### src/hdl/ftmc_pkg.sv
package ftmc_pkg;

  localparam int TABLE_DEPTH_DEF = 64;

  localparam logic [1:0] OP_PKT   = 2'd0;
  localparam logic [1:0] OP_QUERY = 2'd1;
  localparam logic [1:0] OP_CLEAR = 2'd2;

  localparam logic [2:0] ST_UPDATED  = 3'd0;
  localparam logic [2:0] ST_INSERTED = 3'd1;
  localparam logic [2:0] ST_DROPPED  = 3'd2;
  localparam logic [2:0] ST_TOP      = 3'd3;
  localparam logic [2:0] ST_NONE     = 3'd4;
  localparam logic [2:0] ST_CLEARED  = 3'd5;

  localparam logic [31:0] PKT_MAX  = 32'hFFFF_FFFF;
  localparam logic [47:0] BYTE_MAX = 48'hFFFF_FFFF_FFFF;

  typedef struct packed {
    logic [1:0]  op;
    logic [7:0]  protocol;
    logic [31:0] src_addr;
    logic [31:0] dst_addr;
    logic [15:0] sport;
    logic [15:0] dport;
    logic [15:0] pkt_len;
  } in_t;

  typedef struct packed {
    logic [2:0]  status;
    logic        first_drop;
    logic [5:0]  entry_index;
    logic [6:0]  flow_count;
    logic [7:0]  top_protocol;
    logic [31:0] top_src_addr;
    logic [31:0] top_dst_addr;
    logic [15:0] top_src_port;
    logic [15:0] top_dst_port;
    logic [31:0] top_packets;
    logic [47:0] top_bytes;
  } out_t;

  typedef struct packed {
    logic [7:0]  protocol;
    logic [31:0] src_addr;
    logic [31:0] dst_addr;
    logic [15:0] sport;
    logic [15:0] dport;
    logic [31:0] packets;
    logic [47:0] bytes;
  } entry_t;

  typedef struct packed {
    logic   match;
    logic   better;
    entry_t upd;
  } unit_res_t;

  function automatic out_t make_result(logic [2:0] status, logic [31:0] idx,
                                       logic [31:0] cnt, entry_t ent);
    out_t r;
    r.status       = status;
    r.first_drop   = 1'b0;
    r.entry_index  = idx[5:0];
    r.flow_count   = cnt[6:0];
    r.top_protocol = ent.protocol;
    r.top_src_addr = ent.src_addr;
    r.top_dst_addr = ent.dst_addr;
    r.top_src_port = ent.sport;
    r.top_dst_port = ent.dport;
    r.top_packets  = ent.packets;
    r.top_bytes    = ent.bytes;
    return r;
  endfunction

endpackage

### src/hdl/ftmc_seq.sv
module ftmc_seq #(
  parameter int DEPTH = ftmc_pkg::TABLE_DEPTH_DEF,
  parameter int AW    = (DEPTH > 1) ? $clog2(DEPTH) : 1,
  parameter int CW    = $clog2(DEPTH + 1)
) (
  input  logic                clk,
  input  logic                rst,
  input  logic                start,
  input  ftmc_pkg::in_t       item_in,
  output logic                busy,
  output logic                done,
  output ftmc_pkg::out_t      result,
  output logic                mem_we,
  output logic [AW-1:0]       mem_waddr,
  output ftmc_pkg::entry_t    mem_wdata,
  output logic                mem_re,
  output logic [AW-1:0]       mem_raddr,
  input  ftmc_pkg::entry_t    mem_rdata,
  output logic [31:0]         best_pkts,
  output logic                best_found,
  output ftmc_pkg::in_t       key,
  input  ftmc_pkg::unit_res_t unit_res
);
  import ftmc_pkg::*;

  localparam logic [1:0] S_IDLE = 2'd0;
  localparam logic [1:0] S_SCAN = 2'd1;
  localparam logic [1:0] S_FIN  = 2'd2;

  localparam logic [CW-1:0] FULL_CNT = CW'(DEPTH);

  logic [1:0]    state;
  in_t           item;
  logic [CW-1:0] rd_idx;
  logic [AW-1:0] cmp_idx;
  logic          cmp_valid;
  logic [AW-1:0] best_idx;
  entry_t        best_entry;
  logic [CW-1:0] flow_total;
  logic          overflow_noted;

  logic   scan_end;
  logic   hit;
  logic   is_full;
  logic   insert;
  entry_t new_entry;
  entry_t zero_entry;
  out_t   drop_res;

  assign busy       = (state != S_IDLE);
  assign key        = item;
  assign best_pkts  = best_entry.packets;
  assign is_full    = (flow_total == FULL_CNT);
  assign mem_re     = (state == S_SCAN) && (rd_idx < flow_total);
  assign mem_raddr  = rd_idx[AW-1:0];
  assign scan_end   = (state == S_SCAN) && !cmp_valid && !mem_re;
  assign hit        = (state == S_SCAN) && cmp_valid && (item.op == OP_PKT) && unit_res.match;
  assign insert     = scan_end && (item.op == OP_PKT) && !is_full;
  assign zero_entry = '0;

  always_comb begin
    new_entry          = '0;
    new_entry.protocol = item.protocol;
    new_entry.src_addr = item.src_addr;
    new_entry.dst_addr = item.dst_addr;
    new_entry.sport    = item.sport;
    new_entry.dport    = item.dport;
    new_entry.packets  = 32'd1;
    new_entry.bytes    = 48'(item.pkt_len);
  end

  always_comb begin
    drop_res            = make_result(ST_DROPPED, 32'd0, 32'(flow_total), zero_entry);
    drop_res.first_drop = !overflow_noted;
  end

  assign mem_we    = hit || insert;
  assign mem_waddr = hit ? cmp_idx : flow_total[AW-1:0];
  assign mem_wdata = hit ? unit_res.upd : new_entry;

  always_ff @(posedge clk) begin
    if (rst) begin
      state          <= S_IDLE;
      done           <= 1'b0;
      cmp_valid      <= 1'b0;
      best_found     <= 1'b0;
      flow_total     <= '0;
      overflow_noted <= 1'b0;
      rd_idx         <= '0;
    end else begin
      done <= 1'b0;
      unique case (state)
        S_IDLE: begin
          if (start) begin
            item       <= item_in;
            rd_idx     <= '0;
            cmp_valid  <= 1'b0;
            best_found <= 1'b0;
            state      <= ((item_in.op == OP_PKT) || (item_in.op == OP_QUERY)) ? S_SCAN : S_FIN;
          end
        end
        S_SCAN: begin
          cmp_valid <= mem_re;
          cmp_idx   <= rd_idx[AW-1:0];
          if (mem_re) begin
            rd_idx <= rd_idx + 1'b1;
          end
          if (cmp_valid && (item.op == OP_QUERY) && unit_res.better) begin
            best_found <= 1'b1;
            best_idx   <= cmp_idx;
            best_entry <= mem_rdata;
          end
          if (hit) begin
            result <= make_result(ST_UPDATED, 32'(cmp_idx), 32'(flow_total), unit_res.upd);
            done   <= 1'b1;
            state  <= S_IDLE;
          end else if (scan_end) begin
            done  <= 1'b1;
            state <= S_IDLE;
            if (item.op == OP_PKT) begin
              if (is_full) begin
                result         <= drop_res;
                overflow_noted <= 1'b1;
              end else begin
                result     <= make_result(ST_INSERTED, 32'(flow_total), 32'(flow_total) + 32'd1,
                                          new_entry);
                flow_total <= flow_total + 1'b1;
              end
            end else if (best_found) begin
              result <= make_result(ST_TOP, 32'(best_idx), 32'(flow_total), best_entry);
            end else begin
              result <= make_result(ST_NONE, 32'd0, 32'(flow_total), zero_entry);
            end
          end
        end
        S_FIN: begin
          done  <= 1'b1;
          state <= S_IDLE;
          if (item.op == OP_CLEAR) begin
            result         <= make_result(ST_CLEARED, 32'd0, 32'd0, zero_entry);
            flow_total     <= '0;
            overflow_noted <= 1'b0;
          end else begin
            result <= make_result(ST_NONE, 32'd0, 32'(flow_total), zero_entry);
          end
        end
        default: begin
          state <= S_IDLE;
        end
      endcase
    end
  end

endmodule
### config.mk
export PLATFORM = sky130hd
export DESIGN_NAME = ftmc_seq
export DESIGN_NICKNAME = d
export VERILOG_FILES = /design/src/hdl/ftmc_pkg.sv /design/src/hdl/ftmc_seq.sv
export SDC_FILE = /design/constraint.sdc
export NUM_CORES = 1
export LEC_CHECK = 0
export BUFFER_PORTS_ARGS = -buffer_cell sky130_fd_sc_hd__buf_2
export CAP_MARGIN = 20
export CORE_AREA = 2 2 413 415
export DETAILED_ROUTE_END_ITERATION = 8
export DIE_AREA = 0 0 415 417
export HOLD_SLACK_MARGIN = 0.03
export PLACE_DENSITY = 0.3
export SYNTH_ARGS = -nofsm -noshare
export SYNTH_HDL_FRONTEND = slang
export SYNTH_SLANG_ARGS = --single-unit
### constraint.sdc
create_clock -name clk -period 14.51 [get_ports clk]
set_input_delay 2.1765 -clock clk [delete_from_list [all_inputs] [get_ports clk]]
set_output_delay 2.1765 -clock clk [all_outputs]
set_load 0.03 [all_outputs]
==> run_results.csv <==
group,metric,value,unit
final_layout,fin_cells,5060,
clock_network,ctsResizeCount,0,
critical_path,crit_type,"input pin to primary output",
route,dr.first_iter.drc_count,1065,
global_routing,grt_pass1_vias,18510,
synthesis,yosys.area.top_type,"edfxtp_1",
die,die_w,415,um
sta,fin_ws,7352,ps
final_layout,final_layout_size_suffix_gt1_share,44.86,%
sta,timing.final.crit_share,49.33,%
sta,skew,24.36,ps
die,core_area,0.1685,mm2
sta,hold_violations,0,
synthesis,ys_ff_latch,539,
sta,setup-violations-final,0,
route,vias,18450,
placement,port_buffers,1050,
route,postRouteAntennaNets,0,
die,die_y,417,um
die,pin_count,1051,
route,totalWireLength,116200,um
power,power_density,120.8,mW/mm2
clock_network,path_clk_slew,50,ps
global_routing,grt_max_degree,114,
clock_network,clk_path_buf_depth,3,
final_layout,layout.nets,3278,
synthesis,synthTopCellsByArea,"edfxtp_1, nand2_1, a22oi_2",
run_status,status,"completed",
synthesis,synthesis.area,0.02281,mm2
die,die_area,0.1731,mm2
placement,dp.cells,4911,
sta,min_period,7158,ps
clock_network,insertion_delay,640,ps
synthesis,synth_compound_area_share,12.62,%
sta,timing.fmax,139.7,MHz
synthesis,synth_top_area_share,68.33,%
final_layout,fillCellCount,18680,
critical_path,required,12330,ps
critical_path,worst_ep_arrival_time,4980,ps
sta,drv_slew,0,
synthesis,synth_common_cells,"edfxtp_1, nand2_1, o21ai_1",
job,drv_cap,0,
route,wl_per_cell,22.96,um
sta,worst_slew_pin_slew,949.1,ps
clock_network,cts_buffers,74,
synthesis,synth_top_family_by_area,"compound AO/OA/AOI/OAI gates",
route,drc,0,
clock_network,cts_hold_buffers,0,
placement,dpl.hpwl,88880,um
placement,preCtsSetupSlack,7380,ps
clock_network,numClockSinks,539,
sta,rsz0062_at_grt,"false",
synthesis,synthFlopType,"edfxtp_1",
power,vdd_drop_max,64.83,uV
synthesis,synthesis.instances,1765,
synthesis,yosys.area_share.xor_xnor,0,%
synthesis,synth_mux_area_share,0.3621,%
global_routing,grt_usage,12.79,%
global_routing,antenna_found_initial,51,
route,firstDrtPassIters,5,
global_routing,overflow,0,
final_layout,syn2layout_area_growth,43.05,%
critical_path,crit_path_end_kind,"primary output",
synthesis,ys_warn_count,0,
clock_network,root_buffer,"clkbuf_16",
worst_hold_path,hold_class,"flip-flop to flip-flop",
synthesis,avgSynthCellArea,12.92,um2
synthesis,synth_fa_ha_area_share,0.7131,%
die,rows,151,
clock_network,cts_setup_buffers,0,
sta,tns,0,ps
global_routing,grt_pass1_wl,155200,um
critical_path,cp_max_fo,102,
synthesis,synth_nets,2273,
critical_path,critPathLaunchType,"input pin",
power,leakage,12.92,nW
synthesis,synth.distinct_cells,54,
route,viasPerCell,3.647,
clock_network,cts_tree,"yes",
synthesis,synth_edf_count,519,
synthesis,ys_seq_area_share,70.09,%
placement,gp_congestion,0.8136,
clock_network,htree_levels,3,
synthesis,yosys.area_share.simple,12.31,%
synthesis,async_reset_ff_share,0,%
sta,maxSlewHeadroom,36.73,%
die,start_util,13.53,%
cell usage in the layout, fill, tap and decap left out, types with 14 or more instances in the layout:
cell type	instances
a22o_1	65
a22oi_1	56
a22oi_2	70
and2_1	66
buf_2	1050
buf_4	27
clkbuf_1	14
clkbuf_16	74
clkinv_1	22
dfxtp_1	20
edfxtp_1	519
nand2_1	519
nor2_1	18
o21ai_0	59
o21ai_1	80
area by class of cell:
cell class	instances	area (um2)	area share (%)
Timing Repair Buffer	1080	5503	16.87
Tap cell	2218	2775	8.506
Clock buffer	88	1904	5.837
Sequential cell	539	15990	49.00
Inverter	17	63.81	0.1956
Antenna cell	13	32.53	0.09971
Multi-Input combinational cell	1058	5989	18.36
Clock inverter	47	372.9	1.143
metal layers:
metal,global-route usage (%),up-vias,share of wire [%]
met3,4.197,183,7.1
met4,3.947,34,2.8
met5,0,-,0.18
met1,13.90,9013,37
met2,23.38,753,53
li1,-,8470,-
power breakdown:
| part | switching (mW) | internal, mW | total [mW] |
|---|---|---|---|
| logic | 0.274 | 0.110 | 0.384 |
| clock network | 0.754 | 1.01 | 1.77 |
| registers | 0.0308 | 1.76 | 1.79 |
| total | 1.06 | 2.88 | 3.94 |
sequential cells by signal, indices dropped and copies added, names as in the netlist:
register / count
best_entry: 152
done: 1
state: 2
best_found: 1
result: 201
key: 122
best_pkts: 32
rd_idx: 7
flow_total: 7
cmp_idx: 6
cmp_valid: 1
overflow_noted: 1
best_idx: 6
worst max-delay path, stage by stage:
cell	delay, ps
buf_2	120
nand3_1	170
nor2_4	160
buf_4	450
buf_4	700
buf_12	410
nand2_1	150
nand2_1	100
buf_2	200
worst paths after layout:
path,to,slack (ps),depth (start not counted),startpoint
setup / recovery,mem_wdata[113],7350,9,unit_res[185]
hold / removal,rd_idx[6],480,2,rd_idx[6]
setup reg to reg,result[177],9460,10,state[1]
hold reg to reg,rd_idx[6],480,2,rd_idx[6]
stage by stage:
stage / hold WS, ps / utilization [%] / instance area [um2] / power (mW)
after floorplan: 447.7 / - / 22810 / 2.020
after global placement: 470.1 / 17.99 / 30310 / 2.217
after detailed placement: 478.5 / 17.99 / 30310 / 2.216
after CTS: 486.9 / 19.34 / 32590 / 4.041
after global routing: 497.1 / 19.35 / 32620 / 4.106
final: 480.6 / 19.36 / 32630 / 3.940
logic make-up after synthesis:
group | count (synthesis)
mux | 8
fa+ha+maj | 13
simple gates | 663
flops | 539
compound gates | 374
buf+inv | 168
(Power assumes the default switching activity.)
