**config.mk**
```make
export PLATFORM = sky130hd
export DESIGN_NAME = ftmc_unit
export DESIGN_NICKNAME = d
export VERILOG_FILES = /design/src/hdl/ftmc_pkg.sv /design/src/hdl/ftmc_unit.sv
export SDC_FILE = /design/constraint.sdc
export NUM_CORES = 1
export LEC_CHECK = 0
export BUFFER_PORTS_ARGS = -buffer_cell sky130_fd_sc_hd__buf_2
export CAP_MARGIN = 20
export CORE_AREA = 4 4 201 203
export DETAILED_ROUTE_END_ITERATION = 8
export DIE_AREA = 0 0 205 207
export SYNTH_ARGS = -nofsm -noshare
export SYNTH_HDL_FRONTEND = slang
export SYNTH_SLANG_ARGS = --single-unit
```
**constraint.sdc**
```tcl
create_clock -name vclk -period 3.15
set_input_delay 0.63 -clock vclk [all_inputs]
set_output_delay 0.63 -clock vclk [all_outputs]
set_load 0.05 [all_outputs]
```
**src/hdl/ftmc_pkg.sv**
```systemverilog
package ftmc_pkg;

  localparam int TABLE_DEPTH_DEF = 64;

  localparam logic [1:0] OP_PKT   = 2'd0;
  localparam logic [1:0] OP_QUERY = 2'd1;
  localparam logic [1:0] OP_CLEAR = 2'd2;

  localparam logic [2:0] ST_UPDATED  = 3'd0;
  localparam logic [2:0] ST_INSERTED = 3'd1;
  localparam logic [2:0] ST_DROPPED  = 3'd2;
  localparam logic [2:0] ST_TOP      = 3'd3;
  localparam logic [2:0] ST_NONE     = 3'd4;
  localparam logic [2:0] ST_CLEARED  = 3'd5;

  localparam logic [31:0] PKT_MAX  = 32'hFFFF_FFFF;
  localparam logic [47:0] BYTE_MAX = 48'hFFFF_FFFF_FFFF;

  typedef struct packed {
    logic [1:0]  op;
    logic [7:0]  protocol;
    logic [31:0] src_addr;
    logic [31:0] dst_addr;
    logic [15:0] sport;
    logic [15:0] dport;
    logic [15:0] pkt_len;
  } in_t;

  typedef struct packed {
    logic [2:0]  status;
    logic        first_drop;
    logic [5:0]  entry_index;
    logic [6:0]  flow_count;
    logic [7:0]  top_protocol;
    logic [31:0] top_src_addr;
    logic [31:0] top_dst_addr;
    logic [15:0] top_src_port;
    logic [15:0] top_dst_port;
    logic [31:0] top_packets;
    logic [47:0] top_bytes;
  } out_t;

  typedef struct packed {
    logic [7:0]  protocol;
    logic [31:0] src_addr;
    logic [31:0] dst_addr;
    logic [15:0] sport;
    logic [15:0] dport;
    logic [31:0] packets;
    logic [47:0] bytes;
  } entry_t;

  typedef struct packed {
    logic   match;
    logic   better;
    entry_t upd;
  } unit_res_t;

  function automatic out_t make_result(logic [2:0] status, logic [31:0] idx,
                                       logic [31:0] cnt, entry_t ent);
    out_t r;
    r.status       = status;
    r.first_drop   = 1'b0;
    r.entry_index  = idx[5:0];
    r.flow_count   = cnt[6:0];
    r.top_protocol = ent.protocol;
    r.top_src_addr = ent.src_addr;
    r.top_dst_addr = ent.dst_addr;
    r.top_src_port = ent.sport;
    r.top_dst_port = ent.dport;
    r.top_packets  = ent.packets;
    r.top_bytes    = ent.bytes;
    return r;
  endfunction

endpackage

```
**src/hdl/ftmc_unit.sv**
```systemverilog
module ftmc_unit (
  input  ftmc_pkg::entry_t    ent,
  input  ftmc_pkg::in_t       key,
  input  logic [31:0]         best_pkts,
  input  logic                best_found,
  output ftmc_pkg::unit_res_t res
);
  import ftmc_pkg::*;

  logic [48:0] byte_sum;
  logic        proto_ok;

  assign byte_sum = {1'b0, ent.bytes} + 49'(key.pkt_len);
  assign proto_ok = (key.protocol == 8'd0) || (ent.protocol == key.protocol);

  always_comb begin
    res.match  = (ent.protocol == key.protocol) && (ent.src_addr == key.src_addr) &&
                 (ent.dst_addr == key.dst_addr) && (ent.sport == key.sport) &&
                 (ent.dport == key.dport);
    res.better = proto_ok && (!best_found || (ent.packets > best_pkts));
    res.upd         = ent;
    res.upd.packets = (ent.packets == PKT_MAX) ? PKT_MAX : ent.packets + 32'd1;
    res.upd.bytes   = byte_sum[48] ? BYTE_MAX : byte_sum[47:0];
  end

endmodule

```
==> reports/metrics.yaml, run 1 <==
place_area_um2: 9120
port_buffers: 523
seq_area_frac_synth_pct: 0
worst_pin_slew_ns: 0.559
dieArea_um2: 42400
fill_cells: 4231
layoutNonFillerInstCount: 1840
crit_path_start_kind: "primary input"
io-pin-count: 525
power.density_nw_per_um2: 207
setup_viol: 48
hold_viol_final: 0
grt_util_met2_pct: 24.2
slew_headroom_pct: 62.3
top_usage_layer: "met2"
drive_gt1_share_pct: 56.7
p_leak_nw: 4.89
vias_per_cell: 4.26
rsz0062_at_grt: "true"
start_util_pct: 14.3
synth.net_count: 1183
use_met3_pct: 2.69
cp-end-kind: "output pin"
drtIter0Drc: 441
grt_max_degree: 20
maxCapViolations: 0
multi_input_area_um2: 4960
p_total_w: 0.00205
min_path_cells: 2
pre_cts_slack_ns: -0.451
worst-path-max-fanout: 5
period_needed_ns: 3.54
grt_pass1_wl_um: 44700
grt_pass1_vias: 7856
peakVddDrop_mv: 0.138
nets: 1712
die_w_um: 205
fmax_mhz: 282
hold_path_end: "res[81]"
grt_usage_pct: 13.2
synth.distinct_cells: 62
worstPathRequired_ns: 2.52
post-place-cells: 1832
core_um2: 38500
drc_errors: 0
final_antenna_net_count: 0
overflow: 0
syn-instance-count: 794
hold_class: "in -> out"
wl_per_cell_um: 17.4
status: "finished, violations left"
clkbuf_count: 0
path_class: "in -> out"
syn_avg_cell_area_um2: 6.91
vias: 7837
die_height_um: 207
hpwl_um: 28300
antenna_found_initial: 1
sequential_cell_total: 0
area_growth_pct: 79.7
violations: "setup timing"
fin_area_um2: 9860
yosysWarnings: 0
holdBufCountCts: 0
finalMaxSlewViolations: 0
fin_ws_ns: -0.395
crit_arrival_ns: 2.91
met1_usage_pct: 15.4
gp_congestion: 0.951
regArea_um2: 0
wl_um: 31900
syn_area_um2: 5490
min_from: "ent[81]"
rows: 72
dr.pass1.iters: 5
period_share_pct: 113
==> what timing repair did <==
action,in CTS,in global routing
gates cloned,1,1
endpoints found under the hold margin,0,0
setup endpoints to repair,53,63
buffers inserted,2,5
gates resized for setup,129,52
pin swaps,17,15
==> cells in the final DEF (no fill, tap or decap), drive strengths merged, types with 5 or more instances in the layout <==
| cell type | n |
|---|---|
| nand4 | 54 |
| nor3 | 8 |
| or2 | 6 |
| a211oi | 5 |
| a21oi | 43 |
| nor2 | 41 |
| o21a | 5 |
| and3 | 14 |
| and2 | 5 |
| mux2 | 23 |
| nor4 | 21 |
| nand3 | 31 |
| ha | 49 |
| nand2 | 93 |
| nand2b | 5 |
| a21o | 10 |
| inv | 44 |
| and4 | 8 |
| xnor2 | 105 |
| o21ai | 19 |
| buf | 646 |
| xor2 | 33 |
| a31oi | 9 |
==> critical path: stages <==
cell and delay [ns]:
buf_6 0.10, ha_4 0.15, fa_2 0.34, a211oi_2 0.22, o211ai_1 0.19, a21oi_2 0.33, a2111o_1 0.31, buf_6 0.16
nand2_1 0.05, mux2_2 0.26, buf_6 0.15
==> metal layers <==
| layer | up-vias | routed length [um] |
|---|---|---|
| li1 | 3766 | - |
| met5 | - | 0 |
| met4 | 0 | 1180 |
| met2 | 373 | 15600 |
| met1 | 3640 | 12300 |
| met3 | 58 | 2860 |
==> worst max path at each step <==
| stage | startpoint | end | slack (ns) | cells after the start |
|---|---|---|---|---|
| final | key[0] | res[33] | -0.39 | 11 |
| after global routing | key[0] | res[33] | -0.47 | 11 |
| after CTS | key[0] | res[13] | -0.35 | 11 |
| after detailed placement | ent[0] | res[28] | -0.45 | 11 |
| after global placement | ent[0] | res[28] | -0.44 | 11 |
| after floorplan | ent[6] | res[23] | -0.11 | 9 |
==> area by class of cell <==
cell class | instances | area share (%)
timing repair buffer | 647 | 41.4
tap | 518 | 6.57
inverter | 44 | 1.68
antenna | 1 | 0.0254
multi-input combinational | 630 | 50.3
==> synthesized netlist by cell type (all sizes together), types with 4 or more instances <==
cell | number | area (um2)
nand2b | 5 | 31.3
o21ai | 19 | 98.9
a21oi | 43 | 215
nor2b | 4 | 25.0
nand4 | 54 | 353
buf | 115 | 860
o21a | 5 | 37.5
a211oi | 5 | 37.5
nor4 | 21 | 131
nand3 | 31 | 155
inv | 44 | 165
a21o | 10 | 75.1
nor3 | 8 | 45.0
mux2 | 23 | 259
a31oi | 9 | 56.3
nor2 | 41 | 154
xor2 | 33 | 289
and4 | 8 | 70.1
and3 | 14 | 88.8
nand2 | 93 | 374
a211o | 4 | 35.0
ha | 49 | 613
or2 | 6 | 40.0
and2 | 5 | 31.3
xnor2 | 105 | 920
clkbuf | 6 | 23.8
==> per-stage QoR <==
stage	utilization, %	hold slack, ns	TNS, ns
2_1_floorplan	-	1.40	-0.153
3_3_place_gp	23.7	1.57	-15.91
3_5_place_dp	23.7	1.57	-16.85
4_1_cts	24.9	1.57	-12.75
5_1_grt	25.6	1.57	-18.17
6_report	25.6	1.57	-14.01
==> report_power, final <==
group	internal, W	leakage [nW]	total, W	switching (W)
clock	0.0000000000427	0.00000634	0.0000000000427	0
sequential	0	0	0	0
combinational	0.000792	4.89	0.00205	0.00125
total	0.000792	4.89	0.00205	0.00125
==> cells by family after synthesis <==
group | count (synthesis) | share of synthesized area (%)
AOI/OAI and AO/OA | 114 | 13.2
buffers and inverters | 165 | 19.1
muxes | 25 | 5.09
and+or+nand+nor | 302 | 29.1
adders and majority gates | 50 | 11.5
xor gates and xnor gates | 138 | 22.0
(Power assumes the default switching activity.)
==> run 2, diff against run 1 <==
--- a/config.mk
+++ b/config.mk
@@ -10,6 +10,7 @@
 export CORE_AREA = 4 4 201 203
 export DETAILED_ROUTE_END_ITERATION = 8
 export DIE_AREA = 0 0 205 207
+export PLACE_DENSITY_LB_ADDON = 0.1
 export SYNTH_ARGS = -nofsm -noshare
 export SYNTH_HDL_FRONTEND = slang
 export SYNTH_SLANG_ARGS = --single-unit
==> reports/metrics.yaml, run 2 (synthesis results as in run 1) <==
status: "finished, violations left"
violations: "setup timing"
critPathLaunch: "key[0]"
core_um2: 38500
wl_per_cell_um: 20.1
area_growth_pct: 86.7
grt_pass1_wl_um: 53000
drc_errors: 0
gp_congestion: 0.834
antenna_found_initial: 4
maxCapViolations: 0
grt_pass1_vias: 8098
path_class: "in -> out"
fmax_mhz: 285
vias: 7623
die_height_um: 207
crit_path_start_kind: "primary input"
cp-end-kind: "output pin"
pre_cts_slack_ns: -0.580
rsz0062_at_grt: "true"
worst_pin_slew_ns: 0.442
p_leak_nw: 5.05
worstPathRequired_ns: 2.52
fin_ws_ns: -0.357
overflow: 0
dr.pass1.iters: 6
dieArea_um2: 42400
layoutNonFillerInstCount: 1863
rows: 72
period_needed_ns: 3.51
die_w_um: 205
slew_headroom_pct: 70.2
insertedDiodeCount: 0
regArea_um2: 0
grt_usage_pct: 16.3
mostFrequentLayoutCells: "buf_2 (456), buf_4 (138), xnor2_1 (104), nand2_1 (74), nand4_1 (53)"
grt_max_degree: 28
wl_um: 37500
nets: 1736
crit_arrival_ns: 2.88
post-place-cells: 1851
sequential_cell_total: 0
finalMaxSlewViolations: 0
fill_cells: 4387
final_antenna_net_count: 0
min_path_cells: 2
whs_ns: 1.57
peakVddDrop_mv: 0.128
io-pin-count: 525
vias_per_cell: 4.09
worst-path-max-fanout: 7
start_util_pct: 14.3
port_buffers: 523
final_common_cell: "buf_2"
hpwl_um: 34400
period_share_pct: 111
drtIter0Drc: 275
clkbuf_count: 0
hold_class: "in -> out"
hold_viol_final: 0
setup_viol: 48
drive_gt1_share_pct: 58.8
power.density_nw_per_um2: 208
critPathCapture: "res[41]"
==> run 2: cell count changes in the layout (fill, tap and decap cells not counted), moves of 6 or more <==
| cell | previous run | this run |
|---|---|---|
| buf_4 | 117 | 138 |
| buf_8 | 16 | 28 |
| nand2_2 | 7 | 17 |
| buf_2 | 465 | 456 |
| ha_1 | 43 | 35 |
| buf_6 | 38 | 32 |
| ha_4 | 3 | 9 |
| nand2_4 | 8 | 2 |
==> run 2: per-stage QoR <==
step / cell area, um2 / util (%) / setup TNS (ns) / power (W)
global placement: 9340 / 24.3 / -21.91 / 0.00193
global route: 10200 / 26.6 / -15.82 / 0.00226
floorplan: 5760 / - / -0.153 / 0.00120
finish: 10200 / 26.6 / -11.60 / 0.00213
detailed placement: 9340 / 24.3 / -20.95 / 0.00193
CTS: 9950 / 25.9 / -11.39 / 0.00210
==> run 2: layout make-up <==
type                       count  area [um2]  share of cell area [%]
inverter                      44         165                    1.61
multi-input combinational    629        5000                    48.8
tap                          518         648                    6.33
timing repair buffer         672        4430                    43.2
==> run 2: worst min-delay path by stage <==
stage	end	slack, ns	startpoint
4_1_cts	res[134]	1.57	ent[134]
3_3_place_gp	res[117]	1.57	ent[117]
6_report	res[96]	1.57	ent[96]
5_1_grt	res[163]	1.58	ent[163]
3_5_place_dp	res[180]	1.57	ent[180]
2_1_floorplan	res[74]	1.40	ent[74]
==> run 2: power breakdown <==
| group | internal [W] | total [W] | leakage, nW | switching (W) |
|---|---|---|---|---|
| Combinational | 0.000854 | 0.00213 | 5.05 | 0.00127 |
| Sequential | 0 | 0 | 0 | 0 |
| Clock | 0 | 0 | 0 | 0 |
==> run 2: per-layer routing <==
layer / vias up / global-route usage [%] / share of wire [%]
met5: - / 0 / 0.14
met4: 8 / 1.25 / 1.1
met3: 22 / 2.33 / 6.9
met2: 277 / 32.0 / 53
met1: 3506 / 19.1 / 39
li1: 3810 / - / -
==> run 2: critical path, stage by stage <==
cell and delay [ns]:
buf_8 0.10, ha_4 0.15, fa_2 0.34, a211oi_2 0.22, o211ai_1 0.20, a21oi_2 0.19, buf_6 0.14, buf_6 0.10
a211o_4 0.18, buf_12 0.14, nand2_1 0.05, mux2_4 0.27, buf_8 0.15
==> run 2: timing repair <==
action,CTS,global route
pin swaps,19,16
buffers inserted,6,7
gates resized for setup,153,64
cloned,1,0
hold buffers,0,0
endpoints found under the setup margin,67,76
==> run 3, diff against run 2 <==
--- a/config.mk
+++ b/config.mk
@@ -5,11 +5,13 @@
 export SDC_FILE = /design/constraint.sdc
 export NUM_CORES = 1
 export LEC_CHECK = 0
+export ABC_AREA = 1
 export BUFFER_PORTS_ARGS = -buffer_cell sky130_fd_sc_hd__buf_2
 export CAP_MARGIN = 20
-export CORE_AREA = 4 4 201 203
+export CORE_AREA = 4 4 199 201
 export DETAILED_ROUTE_END_ITERATION = 8
-export DIE_AREA = 0 0 205 207
+export DIE_AREA = 0 0 203 205
+export GPL_ROUTABILITY_DRIVEN = 0
 export PLACE_DENSITY_LB_ADDON = 0.1
 export SYNTH_ARGS = -nofsm -noshare
 export SYNTH_HDL_FRONTEND = slang
==> reports/metrics.yaml, run 3 <==
grt_pass1_wl_um: 55400
io-pin-count: 525
synth.net_count: 1595
rsz0062_at_grt: "true"
maxCapViolations: 0
cpMaxStageDelayCell: "fa_2"
intPower_w: 0.000764
drtIter0Drc: 361
sequential_cell_total: 0
hold_path_end: "res[141]"
hold_class: "in -> out"
vias: 9282
min_path_cells: 2
syn-instance-count: 1206
area_growth_pct: 65.6
fmax_mhz: 320
period_needed_ns: 3.13
dr.pass1.iters: 5
holdBufCountCts: 0
min_from: "ent[141]"
synth.area.top_cells: "nand2_1 (18%), buf_4 (12%), inv_1 (10%)"
p_seq_share_pct: 0
seq_area_frac_synth_pct: 0
fin_ws_ns: 0.0218
crit_path_start_kind: "primary input"
rows: 71
path_class: "in -> out"
net-switching-power_w: 0.00131
final_common_cell: "buf_2"
antenna_found_initial: 2
worst_pin_slew_ns: 0.531
p_comb_share_pct: 100.0
yosysWarnings: 0
drive_gt1_share_pct: 44.6
wl_um: 39200
crit_chain: "buf_8 > ha_4 > fa_2 > nand2_2 > nand2_4 > nand3_4 > buf_6 > o21ai_4 > nand2_1 > nand2_2 > nand4_4 > buf_12 > buf_6 > nand3_4 > buf_8"
period_share_pct: 99.3
overflow: 0
drc_errors: 0
p_leak_nw: 6.14
mostFrequentLayoutCells: "buf_2 (471), nand2_1 (301), inv_1 (180), nor2_1 (104), buf_4 (98)"
synth.most_common_cell: "nand2_1"
port_buffers: 523
die_height_um: 205
synth.distinct_cells: 44
hpwl_um: 35800
worstPathRequired_ns: 2.52
crit_arrival_ns: 2.50
power.density_nw_per_um2: 189
syn_avg_cell_area_um2: 5.48
wl_per_cell_um: 17.5
grt_pass1_vias: 9496
grt_max_degree: 25
hold_viol_final: 0
slew_headroom_pct: 64.3
syn_area_um2: 6610
nets: 2120
final_core_util_pct: 29.2
setup_viol: 0
synthTopCellsByCount: "nand2_1 (315), inv_1 (182), nor2_1 (116), nand3_1 (110), buf_4 (104)"
fin_area_um2: 11000
final_antenna_net_count: 0
vias_per_cell: 4.14
crit_path_max_incr_delay_ns: 0.39
fill_cells: 4392
grt_usage_pct: 17.0
die_w_um: 203
p_clk_share_pct: 0
regArea_um2: 0
dieArea_um2: 41600
layoutNonFillerInstCount: 2241
synth_top_area_share_pct: 17.9
post-place-cells: 2231
place_area_um2: 9900
status: "finished, final reports clean"
clkbuf_count: 0
pre_cts_slack_ns: -0.241
p_total_w: 0.00207
core_um2: 37600
cp-end-kind: "output pin"
synth_area_leader_cell: "nand2_1"
p_sw_share_pct: 63.2
finalMaxSlewViolations: 0
start_util_pct: 17.6
peakVddDrop_mv: 0.126
worst-path-max-fanout: 6
multi_input_area_um2: 5610
## run 3: logic make-up after synthesis
logic type	after synthesis	share of synthesized area, %
XOR/XNOR	89	11.8
AND/OR/NAND/NOR	679	47.6
buffers and inverters	298	23.3
AO/OA/AOI/OAI	90	7.70
adder cells (fa/ha/maj)	50	9.57
## run 3: worst max-delay path by stage
stage               startpoint      end  slack, ns  depth (start not counted)
floorplan               ent[0]  res[18]       0.05                         10
global placement        ent[0]  res[18]      -0.24                         12
detailed placement      ent[0]  res[18]      -0.24                         12
CTS                     ent[0]   res[0]     -0.004                         15
global route            key[0]  res[43]      -0.07                         15
finish                  key[0]  res[41]       0.02                         15
## run 3: power groups by stage
stage	registers (W)	clock network [W]	logic [W]
6_report	0	0.0000000000425	0.00207
3_5_place_dp	0	0	0.00187
5_1_grt	0	0.0000000000425	0.00224
2_1_floorplan	0	0	0.00119
3_3_place_gp	0	0	0.00187
4_1_cts	0	0	0.00194
## run 3: per-layer routing
metal	part of all wire (%)	GRT usage, %	up-vias
met3	7.3	3.72	12
met1	44	22.8	4149
li1	-	-	4807
met4	0.79	1.21	2
met2	48	29.3	312
met5	0.033	0	-
## run 3: critical path, delay by kind of cell
| kind | cells | cell delay, ns |
|---|---|---|
| AOI/OAI and AO/OA | 1 | 0.06 |
| adders and majority gates | 2 | 0.55 |
| buffers and inverters | 5 | 0.63 |
| and+or+nand+nor | 7 | 0.61 |
## run 3: metrics by stage
stage / TNS (ns) / hold WS (ns)
finish: 0 / 1.56
detailed placement: -4.89 / 1.57
global placement: -4.66 / 1.56
floorplan: 0 / 1.43
global route: -0.565 / 1.57
CTS: -0.00571 / 1.57
## run 3: what timing repair did
item | 4_1_cts | 5_1_grt
pin swaps | 3 | 21
endpoints found under the setup margin | 48 | 54
gates cloned | 1 | 2
gates resized for setup | 80 | 165
setup buffers | 3 | 5
## run 3: layout make-up
| type | instances | share of cell area [%] |
|---|---|---|
| Inverter | 188 | 6.44 |
| Multi-Input combinational cell | 908 | 51.2 |
| Antenna cell | 1 | 0.0228 |
| Timing Repair Buffer | 633 | 36.5 |
| Tap cell | 511 | 5.84 |
